`config.mk`:
```
export PLATFORM = sky130hd
export DESIGN_NAME = word_fnv1a_hash64_flat
export DESIGN_NICKNAME = d
export VERILOG_FILES = /design/src/hdl/fnvh64_pkg.sv /design/src/hdl/fnvh64_if.sv /design/src/hdl/fnvh64_csr.sv /design/src/hdl/fnvh64_mac.sv /design/src/hdl/word_fnv1a_hash64.sv /design/src/flat_wrapper.sv
export SDC_FILE = /design/constraint.sdc
export NUM_CORES = 1
export LEC_CHECK = 0
export BUFFER_PORTS_ARGS = -buffer_cell sky130_fd_sc_hd__clkbuf_2
export CAP_MARGIN = 25
export CORE_MARGIN = 2
export CORE_UTILIZATION = 45
export CTS_CLUSTER_SIZE = 12
export DETAILED_ROUTE_END_ITERATION = 12
export PLACE_DENSITY = 0.67
export SLEW_MARGIN = 20
export SYNTH_ARGS = -nofsm -noshare
export SYNTH_HDL_FRONTEND = slang
export SYNTH_SLANG_ARGS = --single-unit
```
`constraint.sdc`:
```
create_clock -name clock -period 7.2 [get_ports clock]
set_input_delay 1.44 -clock clock [delete_from_list [all_inputs] [get_ports clock]]
set_output_delay 1.44 -clock clock [all_outputs]
set_load 0.01 [all_outputs]
```
`src/hdl/fnvh64_pkg.sv`:
```
// Shared types and constants for the word-wise 64-bit FNV-1a hash block.
`default_nettype none

package fnvh64_pkg;

   // Width of one data word and of one serial digit.
   localparam int WORD_W  = 64;
   localparam int DIGIT_W = 8;

   // Bytes in a full data word, sized like the byte count field.
   localparam logic [3:0] WORD_BYTES = 4'd8;

   // The 64-bit FNV prime is 2^40 + 0x1b3; the multiply unit uses the two parts.
   localparam int         PRIME_SHIFT = 40;
   localparam logic [8:0] PRIME_LOW   = 9'h1b3;

   // FNV offset basis, the reset value of the seed and of the running hash.
   localparam logic [63:0] FNV_BASIS = 64'hcbf2_9ce4_8422_2325;

   // Register file: byte address bits and the index of the seed register.
   localparam int   CSR_ADDR_W     = 4;
   localparam logic CSR_SEED_INDEX = 1'b0;

   // Sequencer states.
   typedef enum logic [1:0] {
      ST_IDLE,
      ST_MIX,
      ST_FOLD
   } state_type;

   // Control group from the sequencer to the multiply unit.
   typedef struct packed {
      logic load;
      logic step;
      logic first;
   } mac_ctrl_type;

   // Input beat.
   typedef struct packed {
      logic [63:0] data_word;
      logic [3:0]  byte_count;
      logic        last_of_buffer;
      logic        restart;
   } req_payload_type;

   // Result beat.
   typedef struct packed {
      logic [63:0] hash_value;
   } rsp_payload_type;

endpackage

`default_nettype wire

```
`src/hdl/fnvh64_if.sv`:
```
// Valid/ready channel interfaces for the input and result beats.
`default_nettype none

interface fnvh64_req_if;
   logic                        valid;
   logic                        ready;
   fnvh64_pkg::req_payload_type beat;

   modport source (output valid, output beat, input ready);
   modport sink (input valid, input beat, output ready);
endinterface

interface fnvh64_rsp_if;
   logic                        valid;
   logic                        ready;
   fnvh64_pkg::rsp_payload_type beat;

   modport source (output valid, output beat, input ready);
   modport sink (input valid, input beat, output ready);
endinterface

`default_nettype wire

```
`src/hdl/fnvh64_csr.sv`:
```
// APB-style register port holding the seed register.
`default_nettype none

module fnvh64_csr (
   input  wire logic                              clock,
   input  wire logic                              reset,
   input  wire logic                              csr_psel,
   input  wire logic                              csr_penable,
   input  wire logic                              csr_pwrite,
   input  wire logic [fnvh64_pkg::CSR_ADDR_W-1:0] csr_paddr,
   input  wire logic [63:0]                       csr_pwdata,
   output logic [63:0]                            csr_prdata,
   output logic                                   csr_pready,
   output logic [63:0]                            seed
);

   logic [63:0] seed_ff;
   logic [63:0] seed_in;
   logic        seed_sel;
   logic        wr_fire;

   // Registers sit on 8-byte boundaries, so bit 3 selects the register.
   assign seed_sel = (csr_paddr[3] == fnvh64_pkg::CSR_SEED_INDEX);
   assign wr_fire  = csr_psel && csr_penable && csr_pwrite;

   // Seed update on the access phase of a write.
   always_comb begin
      seed_in = seed_ff;
      if (wr_fire && seed_sel) begin
         seed_in = csr_pwdata;
      end
   end

   always_ff @(posedge clock) begin
      if (reset) begin
         seed_ff <= fnvh64_pkg::FNV_BASIS;
      end else begin
         seed_ff <= seed_in;
      end
   end

   // Read data; addresses past the register list read as zero.
   assign csr_prdata = seed_sel ? seed_ff : 64'd0;
   assign csr_pready = 1'b1;
   assign seed       = seed_ff;

endmodule

`default_nettype wire

```
`src/hdl/fnvh64_mac.sv`:
```
// Digit-serial XOR-and-multiply unit holding the running hash.
`default_nettype none

module fnvh64_mac (
   input  wire logic                     clock,
   input  wire logic                     reset,
   input  wire fnvh64_pkg::mac_ctrl_type ctrl,
   input  wire logic [63:0]              load_value,
   input  wire logic [7:0]               operand_digit,
   output logic [63:0]                   hash_value
);

   // While stepping, the hash shifts out one byte per cycle at the bottom while
   // product bytes shift in at the top; after eight steps it holds the product.
   logic [63:0] hash_ff;
   logic [63:0] hash_in;
   logic [40:0] carry_ff;
   logic [40:0] carry_in;
   logic [7:0]  digit;
   logic [16:0] low_prod;
   logic [47:0] partial;
   logic [48:0] sum;

   // One byte of (hash ^ operand) times the prime, plus the carried sum.
   always_comb begin
      digit    = hash_ff[7:0] ^ operand_digit;
      low_prod = 17'(digit) * 17'(fnvh64_pkg::PRIME_LOW);
      partial  = {digit, 23'd0, low_prod};
      sum      = 49'(partial) + (ctrl.first ? 49'd0 : 49'(carry_ff));
   end

   // Next hash and carry.
   always_comb begin
      hash_in  = hash_ff;
      carry_in = carry_ff;
      if (ctrl.load) begin
         hash_in = load_value;
      end else if (ctrl.step) begin
         hash_in  = {sum[7:0], hash_ff[63:8]};
         carry_in = sum[48:8];
      end
   end

   always_ff @(posedge clock) begin
      if (reset) begin
         hash_ff <= fnvh64_pkg::FNV_BASIS;
      end else begin
         hash_ff <= hash_in;
      end
   end

   // The carry is cleared through the first flag, so it needs no reset.
   always_ff @(posedge clock) begin
      carry_ff <= carry_in;
   end

   assign hash_value = hash_ff;

endmodule

`default_nettype wire

```
`src/hdl/word_fnv1a_hash64.sv`:
```
// Top level of the word-wise 64-bit FNV-1a hash: sequencer, length counter and result register.
`default_nettype none

// Hashes a chain of buffers, eight little-endian bytes per input beat. The
// prime multiply is done one byte of the hash per cycle, so one fold steps
// through all eight bytes of the hash. A non-last beat and a full last beat
// take one fold each, a short last beat of n bytes takes one fold per byte,
// and an empty one none; a last beat then passes through the final state. The
// result register holds a finished hash while the next beat is taken; a new
// result waits in the final state only if the previous one is still pending.
// The seed register sits at byte address 0 and is written through the APB port;
// write it only while the block is idle; the block itself does not enforce it.
module word_fnv1a_hash64 (
   input  wire logic                              clock,
   input  wire logic                              reset,
   fnvh64_req_if.sink                             req_chan,
   fnvh64_rsp_if.source                           rsp_chan,
   input  wire logic                              csr_psel,
   input  wire logic                              csr_penable,
   input  wire logic                              csr_pwrite,
   input  wire logic [fnvh64_pkg::CSR_ADDR_W-1:0] csr_paddr,
   input  wire logic [63:0]                       csr_pwdata,
   output logic [63:0]                            csr_prdata,
   output logic                                   csr_pready
);

   fnvh64_pkg::state_type    state_ff;
   fnvh64_pkg::state_type    state_in;
   fnvh64_pkg::mac_ctrl_type mac_ctrl;

   logic [63:0] seed;
   logic [63:0] hash;
   logic [63:0] mac_load_value;
   logic [7:0]  operand_digit;

   logic [63:0] word_ff;
   logic [63:0] word_in;
   logic        full_ff;
   logic        full_in;
   logic        last_ff;
   logic        last_in;
   logic [2:0]  rem_ff;
   logic [2:0]  rem_in;
   logic [2:0]  dig_ff;
   logic [2:0]  dig_in;
   logic [63:0] len_ff;
   logic [63:0] len_in;
   logic        rsp_valid_ff;
   logic        rsp_valid_in;
   logic [63:0] rsp_hash_ff;
   logic [63:0] rsp_hash_in;

   logic        accept;
   logic        fold_fire;
   logic        req_ready;
   logic [3:0]  cnt_sat;
   logic        item_full;
   logic [3:0]  len_add;
   logic [2:0]  item_rem;
   logic        mix_end;

   fnvh64_csr u_csr (
      .clock       (clock),
      .reset       (reset),
      .csr_psel    (csr_psel),
      .csr_penable (csr_penable),
      .csr_pwrite  (csr_pwrite),
      .csr_paddr   (csr_paddr),
      .csr_pwdata  (csr_pwdata),
      .csr_prdata  (csr_prdata),
      .csr_pready  (csr_pready),
      .seed        (seed)
   );

   fnvh64_mac u_mac (
      .clock         (clock),
      .reset         (reset),
      .ctrl          (mac_ctrl),
      .load_value    (mac_load_value),
      .operand_digit (operand_digit),
      .hash_value    (hash)
   );

   // Decode of the incoming beat: counts above eight saturate, and only a
   // short last beat is folded byte by byte.
   always_comb begin
      cnt_sat   = (req_chan.beat.byte_count > fnvh64_pkg::WORD_BYTES) ?
                  fnvh64_pkg::WORD_BYTES : req_chan.beat.byte_count;
      item_full = !req_chan.beat.last_of_buffer || (cnt_sat == fnvh64_pkg::WORD_BYTES);
      len_add   = req_chan.beat.last_of_buffer ? cnt_sat : fnvh64_pkg::WORD_BYTES;
      item_rem  = item_full ? 3'd1 : cnt_sat[2:0];
   end

   assign accept  = req_chan.valid && req_ready;
   assign mix_end = (state_ff == fnvh64_pkg::ST_MIX) && (dig_ff == 3'd7);

   // Next state.
   always_comb begin
      state_in = state_ff;
      case (state_ff)
         fnvh64_pkg::ST_IDLE: begin
            if (accept) begin
               state_in = (item_rem == 3'd0) ? fnvh64_pkg::ST_FOLD : fnvh64_pkg::ST_MIX;
            end
         end
         fnvh64_pkg::ST_MIX: begin
            if (mix_end && (rem_ff == 3'd1)) begin
               state_in = last_ff ? fnvh64_pkg::ST_FOLD : fnvh64_pkg::ST_IDLE;
            end
         end
         fnvh64_pkg::ST_FOLD: begin
            if (fold_fire) begin
               state_in = fnvh64_pkg::ST_IDLE;
            end
         end
         default: begin
            state_in = fnvh64_pkg::ST_IDLE;
         end
      endcase
   end

   // State outputs: input ready, multiply unit control and the fold strobe.
   // The input is held off while reset is asserted.
   always_comb begin
      req_ready      = 1'b0;
      fold_fire      = 1'b0;
      mac_ctrl       = '0;
      mac_load_value = seed;
      case (state_ff)
         fnvh64_pkg::ST_IDLE: begin
            req_ready     = !reset;
            mac_ctrl.load = req_chan.valid && req_chan.beat.restart;
         end
         fnvh64_pkg::ST_MIX: begin
            mac_ctrl.step  = 1'b1;
            mac_ctrl.first = (dig_ff == 3'd0);
         end
         fnvh64_pkg::ST_FOLD: begin
            fold_fire      = !rsp_valid_ff || rsp_chan.ready;
            mac_ctrl.load  = fold_fire;
            mac_load_value = hash ^ len_ff;
         end
         default: begin
            req_ready = 1'b0;
         end
      endcase
   end

   // A full word feeds a new byte every cycle; a short beat feeds one byte
   // into the lowest digit of each fold and zero elsewhere.
   assign operand_digit = (full_ff || (dig_ff == 3'd0)) ? word_ff[7:0] : 8'd0;

   // Beat capture, digit and fold counters, length and result register.
   always_comb begin
      word_in      = word_ff;
      full_in      = full_ff;
      last_in      = last_ff;
      rem_in       = rem_ff;
      dig_in       = dig_ff;
      len_in       = len_ff;
      rsp_hash_in  = rsp_hash_ff;
      rsp_valid_in = rsp_valid_ff && !rsp_chan.ready;
      if (accept) begin
         word_in = req_chan.beat.data_word;
         full_in = item_full;
         last_in = req_chan.beat.last_of_buffer;
         rem_in  = item_rem;
         dig_in  = 3'd0;
         len_in  = (req_chan.beat.restart ? 64'd0 : len_ff) + 64'(len_add);
      end
      if (state_ff == fnvh64_pkg::ST_MIX) begin
         dig_in = dig_ff + 3'd1;
         if (full_ff || (dig_ff == 3'd7)) begin
            word_in = {8'd0, word_ff[63:8]};
         end
         if (mix_end) begin
            rem_in = rem_ff - 3'd1;
         end
      end
      if (fold_fire) begin
         rsp_hash_in  = hash ^ len_ff;
         rsp_valid_in = 1'b1;
         len_in       = 64'd0;
      end
   end

   always_ff @(posedge clock) begin
      if (reset) begin
         state_ff     <= fnvh64_pkg::ST_IDLE;
         dig_ff       <= 3'd0;
         rem_ff       <= 3'd0;
         len_ff       <= 64'd0;
         rsp_valid_ff <= 1'b0;
      end else begin
         state_ff     <= state_in;
         dig_ff       <= dig_in;
         rem_ff       <= rem_in;
         len_ff       <= len_in;
         rsp_valid_ff <= rsp_valid_in;
      end
   end

   // Payload registers.
   always_ff @(posedge clock) begin
      word_ff     <= word_in;
      full_ff     <= full_in;
      last_ff     <= last_in;
      rsp_hash_ff <= rsp_hash_in;
   end

   assign req_chan.ready            = req_ready;
   assign rsp_chan.valid            = rsp_valid_ff;
   assign rsp_chan.beat.hash_value  = rsp_hash_ff;

   // The digit counter only moves while a fold is running.
   assert property (@(posedge clock) disable iff (reset)
      (state_ff != fnvh64_pkg::ST_MIX) |-> (dig_ff == 3'd0))
      else $error("digit counter not at zero outside a fold");

   // A fold never runs with no folds left to do.
   assert property (@(posedge clock) disable iff (reset)
      (state_ff == fnvh64_pkg::ST_MIX) |-> (rem_ff != 3'd0))
      else $error("fold running with zero remaining");

   // Emitting a result ends the buffer and clears its length.
   assert property (@(posedge clock) disable iff (reset)
      fold_fire |=> (len_ff == 64'd0))
      else $error("buffer length not cleared after a result");

   // A non-last beat takes exactly one fold and then returns to idle.
   assert property (@(posedge clock) disable iff (reset)
      (accept && !req_chan.beat.last_of_buffer) |-> ##9 (state_ff == fnvh64_pkg::ST_IDLE))
      else $error("full word fold did not finish in eight cycles");

   // A new result only appears out of the final state.
   assert property (@(posedge clock) disable iff (reset)
      $rose(rsp_valid_ff) |-> ($past(state_ff) == fnvh64_pkg::ST_FOLD))
      else $error("result raised outside the final state");

endmodule

`default_nettype wire
```
`src/flat_wrapper.sv`:
```
// flat-port wrapper written by rule: the top's interface ports become plain ports
module word_fnv1a_hash64_flat 
  (clock, reset, csr_psel, csr_penable, csr_pwrite, csr_paddr, csr_pwdata, csr_prdata, csr_pready, req_chan_valid, req_chan_beat, req_chan_ready, rsp_chan_valid, rsp_chan_beat, rsp_chan_ready);
  fnvh64_req_if req_chan_i ();
  fnvh64_rsp_if rsp_chan_i ();
  input  wire logic clock;
  input  wire logic reset;
  input  wire logic csr_psel;
  input  wire logic csr_penable;
  input  wire logic csr_pwrite;
  input  wire logic [fnvh64_pkg::CSR_ADDR_W-1:0] csr_paddr;
  input  wire logic [63:0] csr_pwdata;
  output logic [63:0] csr_prdata;
  output logic csr_pready;
  input wire logic [$bits(req_chan_i.valid)-1:0] req_chan_valid;
  input wire logic [$bits(req_chan_i.beat)-1:0] req_chan_beat;
  output wire logic [$bits(req_chan_i.ready)-1:0] req_chan_ready;
  output wire logic [$bits(rsp_chan_i.valid)-1:0] rsp_chan_valid;
  output wire logic [$bits(rsp_chan_i.beat)-1:0] rsp_chan_beat;
  input wire logic [$bits(rsp_chan_i.ready)-1:0] rsp_chan_ready;
  assign req_chan_i.valid = req_chan_valid;
  assign req_chan_i.beat = req_chan_beat;
  assign req_chan_ready = req_chan_i.ready;
  assign rsp_chan_valid = rsp_chan_i.valid;
  assign rsp_chan_beat = rsp_chan_i.beat;
  assign rsp_chan_i.ready = rsp_chan_ready;
  word_fnv1a_hash64 u_core (.clock(clock), .reset(reset), .req_chan(req_chan_i), .rsp_chan(rsp_chan_i), .csr_psel(csr_psel), .csr_penable(csr_penable), .csr_pwrite(csr_pwrite), .csr_paddr(csr_paddr), .csr_pwdata(csr_pwdata), .csr_prdata(csr_prdata), .csr_pready(csr_pready));
endmodule
```
# Yosys cells after proc, flatten, opt, wreduce, memory -nomap -nowiden
# Index checks and enable logic that the tools add are counted.
dict set report op_classes {
  add_sub_neg 4
  multipliers 1
  magnitude_cmp 1
  eq_ne 8
  n_mux 29
  bitwise 4
  n_reduce_logical 24
}
# cell n
set ops {}
lappend ops {{$mux W64} 8}
lappend ops {{$add A64 B4 Y64} 1}
lappend ops {{$xor A64 B64 Y64} 1}
lappend ops {{$add A48 B41 Y49} 1}
lappend ops {{$mux W41} 1}
lappend ops {{$mux W3} 6}
lappend ops {{$mul A8 B9 Y17 const B} 1}
lappend ops {{$mux W2} 6}
lappend ops {{$logic_and A1 B1 Y1} 8}
lappend ops {{$mux W4} 2}
lappend ops {{$mux W8} 1}
lappend ops {{$xor A8 B8 Y8} 1}
lappend ops {{$logic_not A3 Y1} 2}
lappend ops {{$ne A2 B1 Y1 const B} 3}
lappend ops {{$pmux W2 S3} 1}
lappend ops {{$eq A4 B4 Y1 const B} 1}
lappend ops {{$gt A4 B4 Y1 const B} 1}
lappend ops {{$logic_not A1 Y1} 4}
lappend ops {{$logic_or A1 B1 Y1} 4}
lappend ops {{$reduce_bool A2 Y1} 2}
lappend ops {{$add A3 B1 Y3 const B} 1}
lappend ops {{$eq A3 B1 Y1 const B} 1}
lappend ops {{$eq A3 B3 Y1 const B} 1}
lappend ops {{$mux W1} 3}
lappend ops {{9 further kinds} 10}
dict set report totals {
  register_bits 372
  out_inout_bits 131
  wordCells 83
}

# Longest topological paths before layout
# Gate-level depths: netlist (run 1).
dict set report logic_depth {
  depth_word 9
  depth_mapped 27
}

# Cells and area by module
# From an unflattened synthesis (run 1), not the netlist that was laid out.
dict set report unflattened {
  cells_unflattened 2367
  area_unflattened_um2 21149.0
}
# module instances cells_each area_each_um2 seq_area_each_um2
set by_module_without_submodules {}
lappend by_module_without_submodules {word_fnv1a_hash64 1 1220 10430.0 4724.5}
lappend by_module_without_submodules {fnvh64_mac 1 796 7495.9 2512.4}
lappend by_module_without_submodules {fnvh64_csr 1 351 3223.1 1281.2}

# Worst setup path before layout (run 1)
# No wires, ideal clock.
dict set report synth_timing {
  path_type {register -> register}
  startpoint {register u_core.dig_ff[0]}
  endpoint {register u_core.u_mac.carry_ff[34], data pin}
  arrival_time_ns 6.232
  required_time_ns 6.888
  setup_slack_ns 0.657
  stages_incl_launch_ff 26
  period_less_slack_ns 6.543
  path_cell_list {dfxtp_1 -> inv_1 -> ha_1 -> nor2b_1 -> o21ai_0 -> xnor2_1 -> ha_1 -> ha_1 -> inv_1 -> fa_1 -> fa_1 -> inv_1 -> ha_1 -> nor3b_1 -> o21a_1 -> o2111ai_1 -> a31oi_1 -> or4_1 -> nand3_1 -> ha_1 -> and4_1 -> and2_1 -> a22oi_1 -> a31oi_1 -> a211oi_1 -> a311oi_1}
}
dict set report synth_between {
  elab_chain_cells 6
  word_cells_on_any_way 8
}
# element line_no
set synth_rtl {}
lappend synth_rtl {{start, declared} word_fnv1a_hash64.sv:44} ;# logic [2:0] dig_ff;
lappend synth_rtl {{start signal, assigned} word_fnv1a_hash64.sv:196} ;# dig_ff <= dig_in;
lappend synth_rtl {{$logic_not A3 Y1 (*)} {word_fnv1a_hash64.sv:136, word_fnv1a_hash64.sv:151}}
lappend synth_rtl {{$logic_or A1 B1 Y1} word_fnv1a_hash64.sv:151} ;# assign operand_digit = (full_ff || (dig_ff == 3'd0)) ? word_ff[7:0] : 8'd0;
lappend synth_rtl {{$mux W8} word_fnv1a_hash64.sv:151}
lappend synth_rtl {{$xor A8 B8 Y8} fnvh64_mac.sv:26} ;# digit = hash_ff[7:0] ^ operand_digit;
lappend synth_rtl {{$mul A8 B9 Y17} fnvh64_mac.sv:27} ;# low_prod = 17'(digit) * 17'(fnvh64_pkg::PRIME_LOW);
lappend synth_rtl {{$add A48 B41 Y49 (*)} fnvh64_mac.sv:29} ;# sum = 49'(partial) + (ctrl.first ? 49'd0 : 49'(carry_ff));
lappend synth_rtl {{named net u_core.u_mac.sum[42]} fnvh64_mac.sv:22} ;# logic [48:0] sum;
lappend synth_rtl {{end signal, assigned} fnvh64_mac.sv:54} ;# carry_ff <= carry_in;
lappend synth_rtl {{end, declared} fnvh64_mac.sv:17} ;# logic [40:0] carry_ff;
# Mark *: on every way through the listed nets, which the timed path passes. The rest lies on a longest branch.
# A chain may end at the register's enable or synchronous reset.

# Worst setup path in the final report (run 1)
dict set report layout_timing {
  startpoint {register u_core.dig_ff[0]}
  endpoint {register u_core.u_mac.carry_ff[38], data pin}
}
# The elaborated chain is that of the path after synthesis.

==> impl_metrics.json, run 1 <==
{
  "fin_crit_sh": 0.932,
  "hold_buffers": 0,
  "path_class": "flip-flop to flip-flop",
  "switching_share": 0.446,
  "worstPathArrival_ps": 6990,
  "netlist_area_mm2": 0.0198,
  "drive_gt1_frac": 0.162,
  "pin_count": 276,
  "layout_common_cells": "nand2_1 (389), clkbuf_2 (269), dfxtp_1 (265)",
  "fmax_mhz": 149,
  "clkLatencyLatePin_ps": 580,
  "cts_buffer_depth": 3,
  "synth_nets": 2511,
  "overflow": 0,
  "p_seq_frac": 0.219,
  "rsz0062_at_grt": "false",
  "cts_root_buf": "clkbuf_16",
  "grt_pass1_wl_mm": 87.5,
  "gp_congestion": 0.888,
  "intPower_w": 0.00717,
  "drt_iter0_drc": 1572,
  "p_leak_nw": 9.54,
  "reg2reg_depth": 26,
  "maxCapViolCount": 0,
  "placement.io_buffers": 271,
  "synth_warnings": 0,
  "cts_buffers": 42,
  "synthTopCellsByArea": "dfxtp_1 (27%), edfxtp_1 (16%), nand2_1 (7.4%)",
  "outcome": "complete, no violations",
  "power.total_w": 0.0130,
  "grt_max_degree": 121,
  "layout.cells.non_filler": 3101,
  "power_density_mw_per_mm2": 562,
  "synth_top_area_frac": 0.268,
  "n_antenna_cell": 0,
  "cp_max_fo": 8,
  "tightest_slew_ps": 1030,
  "die-area_mm2": 0.0456,
  "antenna_found_initial": 1,
  "fin_worst_skew_ps": 45.9,
  "rows": 76,
  "antenna_left": 0,
  "ir_drop_v": 0.00103,
  "endpoint_kind": "flip-flop",
  "post-route-min-period_ps": 6710,
  "syn2layout_area_growth_pct": 16.7,
  "cpPeakStageDelay_ps": 510,
  "grt_util_all_layers": 0.243,
  "placed_cells": 3019,
  "crit_end": "u_core.u_mac.carry_ff[38]",
  "slew_viol_final": 0,
  "cp_slowest_cell": "fa_1",
  "worstPathRequired_ps": 7480,
  "min-delay-start": "u_core.word_ff[15]",
  "start_kind": "flip-flop",
  "wl_per_cell_um": 18.3,
  "wl_mm": 56.8,
  "hpwl_mm": 41.0,
  "synthCells": 2276,
  "ys_seq_area_frac": 0.431,
  "finalHoldViolations": 0,
  "hold_path_class": "flip-flop to flip-flop",
  "cts_tree": "done",
  "num_vias": 17400,
  "core-area_mm2": 0.0432,
  "viasPerCell": 5.60,
  "final_common_cell": "nand2_1",
  "crit_start": "u_core.dig_ff[0]",
  "start_util": 0.458,
  "r2r_start": "u_core.dig_ff[0]",
  "synth.distinct_cells": 69,
  "yosys.area.top_type": "dfxtp_1",
  "drc": 0,
  "path_clk_slew_ps": 60,
  "combPwrFrac": 0.617,
  "drtPass1Iterations": 6,
  "clock-sinks": 372,
  "pwr-share-clk": 0.164,
  "async_flop_share": 0,
  "switchingPower_w": 0.00578,
  "nets": 2718,
  "r2r_end": "u_core.u_mac.carry_ff[38]",
  "die_w_um": 214,
  "setup_viol": 0,
  "grt_pass1_vias": 15900,
  "relSlewSlack": 0.316,
  "ys_seq_elements": 372,
  "synth_edf_count": 107,
  "r2r_setup_slack_ps": 490,
  "whs_ps": 452,
  "die_y_um": 214,
  "synth_area_per_cell_um2": 8.68,
  "h-tree-depth": 2,
  "synth_ff_type": "dfxtp_1"
}
flip-flops by register name (all words and copies together) (netlist names), 2 cells and up:
register	flops
u_core.dig_ff	3
u_core.len_ff	64
u_core.u_mac.carry_ff	41
u_core.u_mac.hash_value	64
u_core.state_ff	2
u_core.word_ff	64
u_core.rsp_chan.beat	64
u_core.rem_ff	3
u_core.u_csr.seed	64
worst min-delay path by stage:
stage,cells after the start,endpoint
3_3_place_gp,2,u_core.word_ff[26]
2_1_floorplan,2,u_core.word_ff[0]
3_5_place_dp,2,u_core.word_ff[9]
6_report,2,u_core.word_ff[7]
4_1_cts,2,u_core.word_ff[7]
5_1_grt,2,u_core.word_ff[3]
logic make-up after synthesis:
| logic type | count (synthesis) | share of synthesized area |
|---|---|---|
| DFF | 372 | 0.431 |
| muxes | 82 | 0.0416 |
| buffers and inverters | 215 | 0.0425 |
| and+or+nand+nor | 1011 | 0.240 |
| AOI/OAI and AO/OA | 373 | 0.122 |
| xor gates and xnor gates | 132 | 0.0585 |
| adders and majority gates | 90 | 0.0642 |
| other | 1 | 0.000190 |
critical path: cells and delay by family, from the launching register on:
family,cells,cell delay (ps)
buffers and inverters,4,350
DFF,1,330
AOI/OAI and AO/OA,6,1610
adders and majority gates,7,2230
and+or+nand+nor,8,1640
xor gates and xnor gates,1,270
power groups by stage:
stage	clock [W]	combinational (W)	sequential, W
final	0.00212	0.00800	0.00283
after global routing	0.00224	0.00885	0.00285
after CTS	0.00216	0.00775	0.00283
after detailed placement	0	0.00767	0.00287
after global placement	0	0.00746	0.00286
after floorplan	0	0.00585	0.00282
cells in the mapped netlist, drive strengths merged (8+ instances only):
cell type / instances
and3: 19
a311oi: 10
nor3: 60
inv: 71
o21ai: 90
and4: 15
o211ai: 10
fa: 19
a221oi: 28
nand3: 95
nand2b: 8
nand2: 392
a211oi: 10
dfxtp: 265
a31oi: 15
nor2b: 78
and2: 30
clkbuf: 117
nand4: 40
a21oi: 120
nor2: 217
or3: 19
ha: 71
o2111ai: 11
o311ai: 24
mux2i: 81
edfxtp: 107
xnor2: 47
buf: 27
xor2: 85
per-stage QoR:
step                setup WS, ps  instance area (um^2)  TNS (ps)   util
CTS                         62.9                 23000         0  0.532
detailed placement          -176                 21600      -883  0.500
finish                       489                 23100         0  0.534
global placement            64.3                 21500         0  0.499
floorplan                    657                 19800         0      -
global route                21.7                 23100         0  0.534
layout make-up:
type	instances	area, um^2
Multi-Input combinational cell	1689	10500
Inverter	71	270
Timing Repair Buffer	307	1650
Fill cell	3972	20100
Clock inverter	15	134
Clock buffer	62	1240
Tap cell	585	732
Sequential cell	372	8520
layer usage:
layer | global-route usage | routed length, um
met2 | 0.392 | 26600
met4 | 0.0773 | 1640
met5 | 0 | 18
met3 | 0.0414 | 3600
met1 | 0.332 | 25000
repair_timing:
| item | CTS | global route |
|---|---|---|
| hold endpoints to repair | 0 | 0 |
| resized for setup | 2 | 7 |
| pin swaps | 0 | 2 |
| endpoints found under the setup margin | 14 | 24 |
| setup buffers | 0 | 5 |
No activity file was read; power rests on OpenSTA's default activity.
==> run 2, diff against run 1 <==
--- a/config.mk
+++ b/config.mk
@@ -5,13 +5,13 @@
 export SDC_FILE = /design/constraint.sdc
 export NUM_CORES = 1
 export LEC_CHECK = 0
-export BUFFER_PORTS_ARGS = -buffer_cell sky130_fd_sc_hd__clkbuf_2
 export CAP_MARGIN = 25
 export CORE_MARGIN = 2
 export CORE_UTILIZATION = 45
 export CTS_CLUSTER_SIZE = 12
 export DETAILED_ROUTE_END_ITERATION = 12
-export PLACE_DENSITY = 0.67
+export DONT_BUFFER_PORTS = 1
+export PLACE_DENSITY = 0.62
 export SLEW_MARGIN = 20
 export SYNTH_ARGS = -nofsm -noshare
 export SYNTH_HDL_FRONTEND = slang
==> impl_metrics.json, run 2 (synthesis results as in run 1) <==
{
  "tightest_slew_ps": 1040,
  "layout_common_cells": "nand2_1 (389), dfxtp_1 (265), nor2_1 (214)",
  "path_clk_slew_ps": 60,
  "drive_gt1_frac": 0.0566,
  "n_antenna_cell": 0,
  "finalWorstSetupSlack_ps": 437,
  "endpoint_kind": "flip-flop",
  "setup_tns_ps": 0,
  "nets": 2447,
  "ir_drop_v": 0.000802,
  "grt_util_all_layers": 0.237,
  "start_util": 0.458,
  "gp_congestion": 0.873,
  "h-tree-depth": 2,
  "grt_pass1_wl_mm": 85.2,
  "relSlewSlack": 0.309,
  "fin_crit_sh": 0.939,
  "cts_buffers": 42,
  "maxCapViolCount": 0,
  "pin_count": 276,
  "hold_buffers": 0,
  "die-area_mm2": 0.0456,
  "power_density_mw_per_mm2": 588,
  "syn2layout_area_growth_pct": 9.60,
  "grt_max_degree": 121,
  "pre_cts_slack_ps": 233,
  "cts_tree": "done",
  "hold_path_class": "flip-flop to flip-flop",
  "fmax_mhz": 148,
  "drt_iter0_drc": 1333,
  "slew_viol_final": 0,
  "core-area_mm2": 0.0432,
  "start_kind": "flip-flop",
  "clock-sinks": 372,
  "post-route-min-period_ps": 6760,
  "final_common_cell": "nand2_1",
  "path_class": "flip-flop to flip-flop",
  "drtPass1Iterations": 5,
  "drc": 0,
  "antenna_left": 0,
  "setup_viol": 0,
  "outcome": "complete, no violations",
  "num_vias": 16200,
  "viasPerCell": 5.73,
  "die_y_um": 214,
  "worstPathRequired_ps": 7590,
  "die_w_um": 214,
  "finalHoldViolations": 0,
  "cts_root_buf": "clkbuf_16",
  "cts_buffer_depth": 3,
  "overflow": 0,
  "power.total_w": 0.0127,
  "fin_worst_skew_ps": 52.1,
  "rsz0062_at_grt": "false",
  "hpwl_mm": 38.9,
  "worstPathArrival_ps": 7150,
  "wl_per_cell_um": 19.5,
  "reg2reg_depth": 27,
  "antenna_found_initial": 1,
  "holdPathStages": 2,
  "clkLatencyLatePin_ps": 580,
  "final_util": 0.502,
  "wl_mm": 55.1,
  "rows": 76,
  "grt_pass1_vias": 15200,
  "placement.io_buffers": 0,
  "cp_max_fo": 8,
  "whs_ps": 452,
  "p_leak_nw": 8.36
}
-- run 2: cell types whose count changed in the layout (fill, tap and decap cells not counted), sizes merged --
cell	previous run	this run
buf	37	36
bufinv	1	2
clkbuf	332	56
clkinv	11	19
clkinvlp	1	0
inv	73	70
-- run 2: layout make-up --
| cell class | count | area (um^2) |
|---|---|---|
| Fill cell | 4105 | 21500 |
| Inverter | 71 | 270 |
| Sequential cell | 372 | 8520 |
| Timing Repair Buffer | 36 | 295 |
| Clock buffer | 56 | 1190 |
| Multi-Input combinational cell | 1689 | 10500 |
| Clock inverter | 20 | 169 |
| Tap cell | 585 | 732 |
-- run 2: repair_timing --
action | 4_1_cts | 5_1_grt
endpoints found under the setup margin | 0 | 20
setup buffers | 0 | 3
gates resized for setup | 0 | 4
-- run 2: critical path, cell delays in order (launching register included) --
cell and delay, ps:
dfxtp_1 340, inv_1 70, ha_1 220, nor2b_1 140
buf_4 160, o21ai_0 190, xor2_1 260, inv_1 150
ha_1 330, fa_1 530, ha_1 140, inv_1 50
fa_1 500, inv_1 50, ha_1 340, nor3b_1 170
o21a_1 210, o2111ai_1 270, a31oi_2 180, or4_1 430
nand3_1 130, ha_1 250, and4_1 250, and2_1 160
o211ai_1 120, o21a_2 290, or4_1 510, a21oi_1 160
-- run 2: metal layers --
metal  vias to the layer above  share of wire  GRT usage
li1                       7824              -          -
met1                      7836           0.44      0.325
met2                       487           0.47      0.383
met3                        75          0.066     0.0504
met4                         2          0.021     0.0589
met5                         -        0.00033          0
-- run 2: final timing paths --
check | to | start | slack, ps
max | u_core.u_mac.carry_ff[23] | u_core.dig_ff[0] | 440
min | u_core.word_ff[63] | u_core.word_ff[63] | 450
min reg2reg | u_core.word_ff[63] | u_core.word_ff[63] | 450
max reg2reg | u_core.u_mac.carry_ff[23] | u_core.dig_ff[0] | 440
-- run 2: power breakdown --
part | switching [W] | total (W) | internal [W] | leakage, nW
registers | 0.000157 | 0.00284 | 0.00268 | 3.15
clock network | 0.000869 | 0.00210 | 0.00123 | 0.667
logic | 0.00461 | 0.00780 | 0.00319 | 4.54
-- run 2: through the flow --
step | cells | cell area, um^2
3_5_place_dp | 2749 | 20200
4_1_cts | 2825 | 21600
6_report | 2829 | 21700
3_3_place_gp | 2748 | 20200
5_1_grt | 2829 | 21700
2_1_floorplan | 2276 | 19800
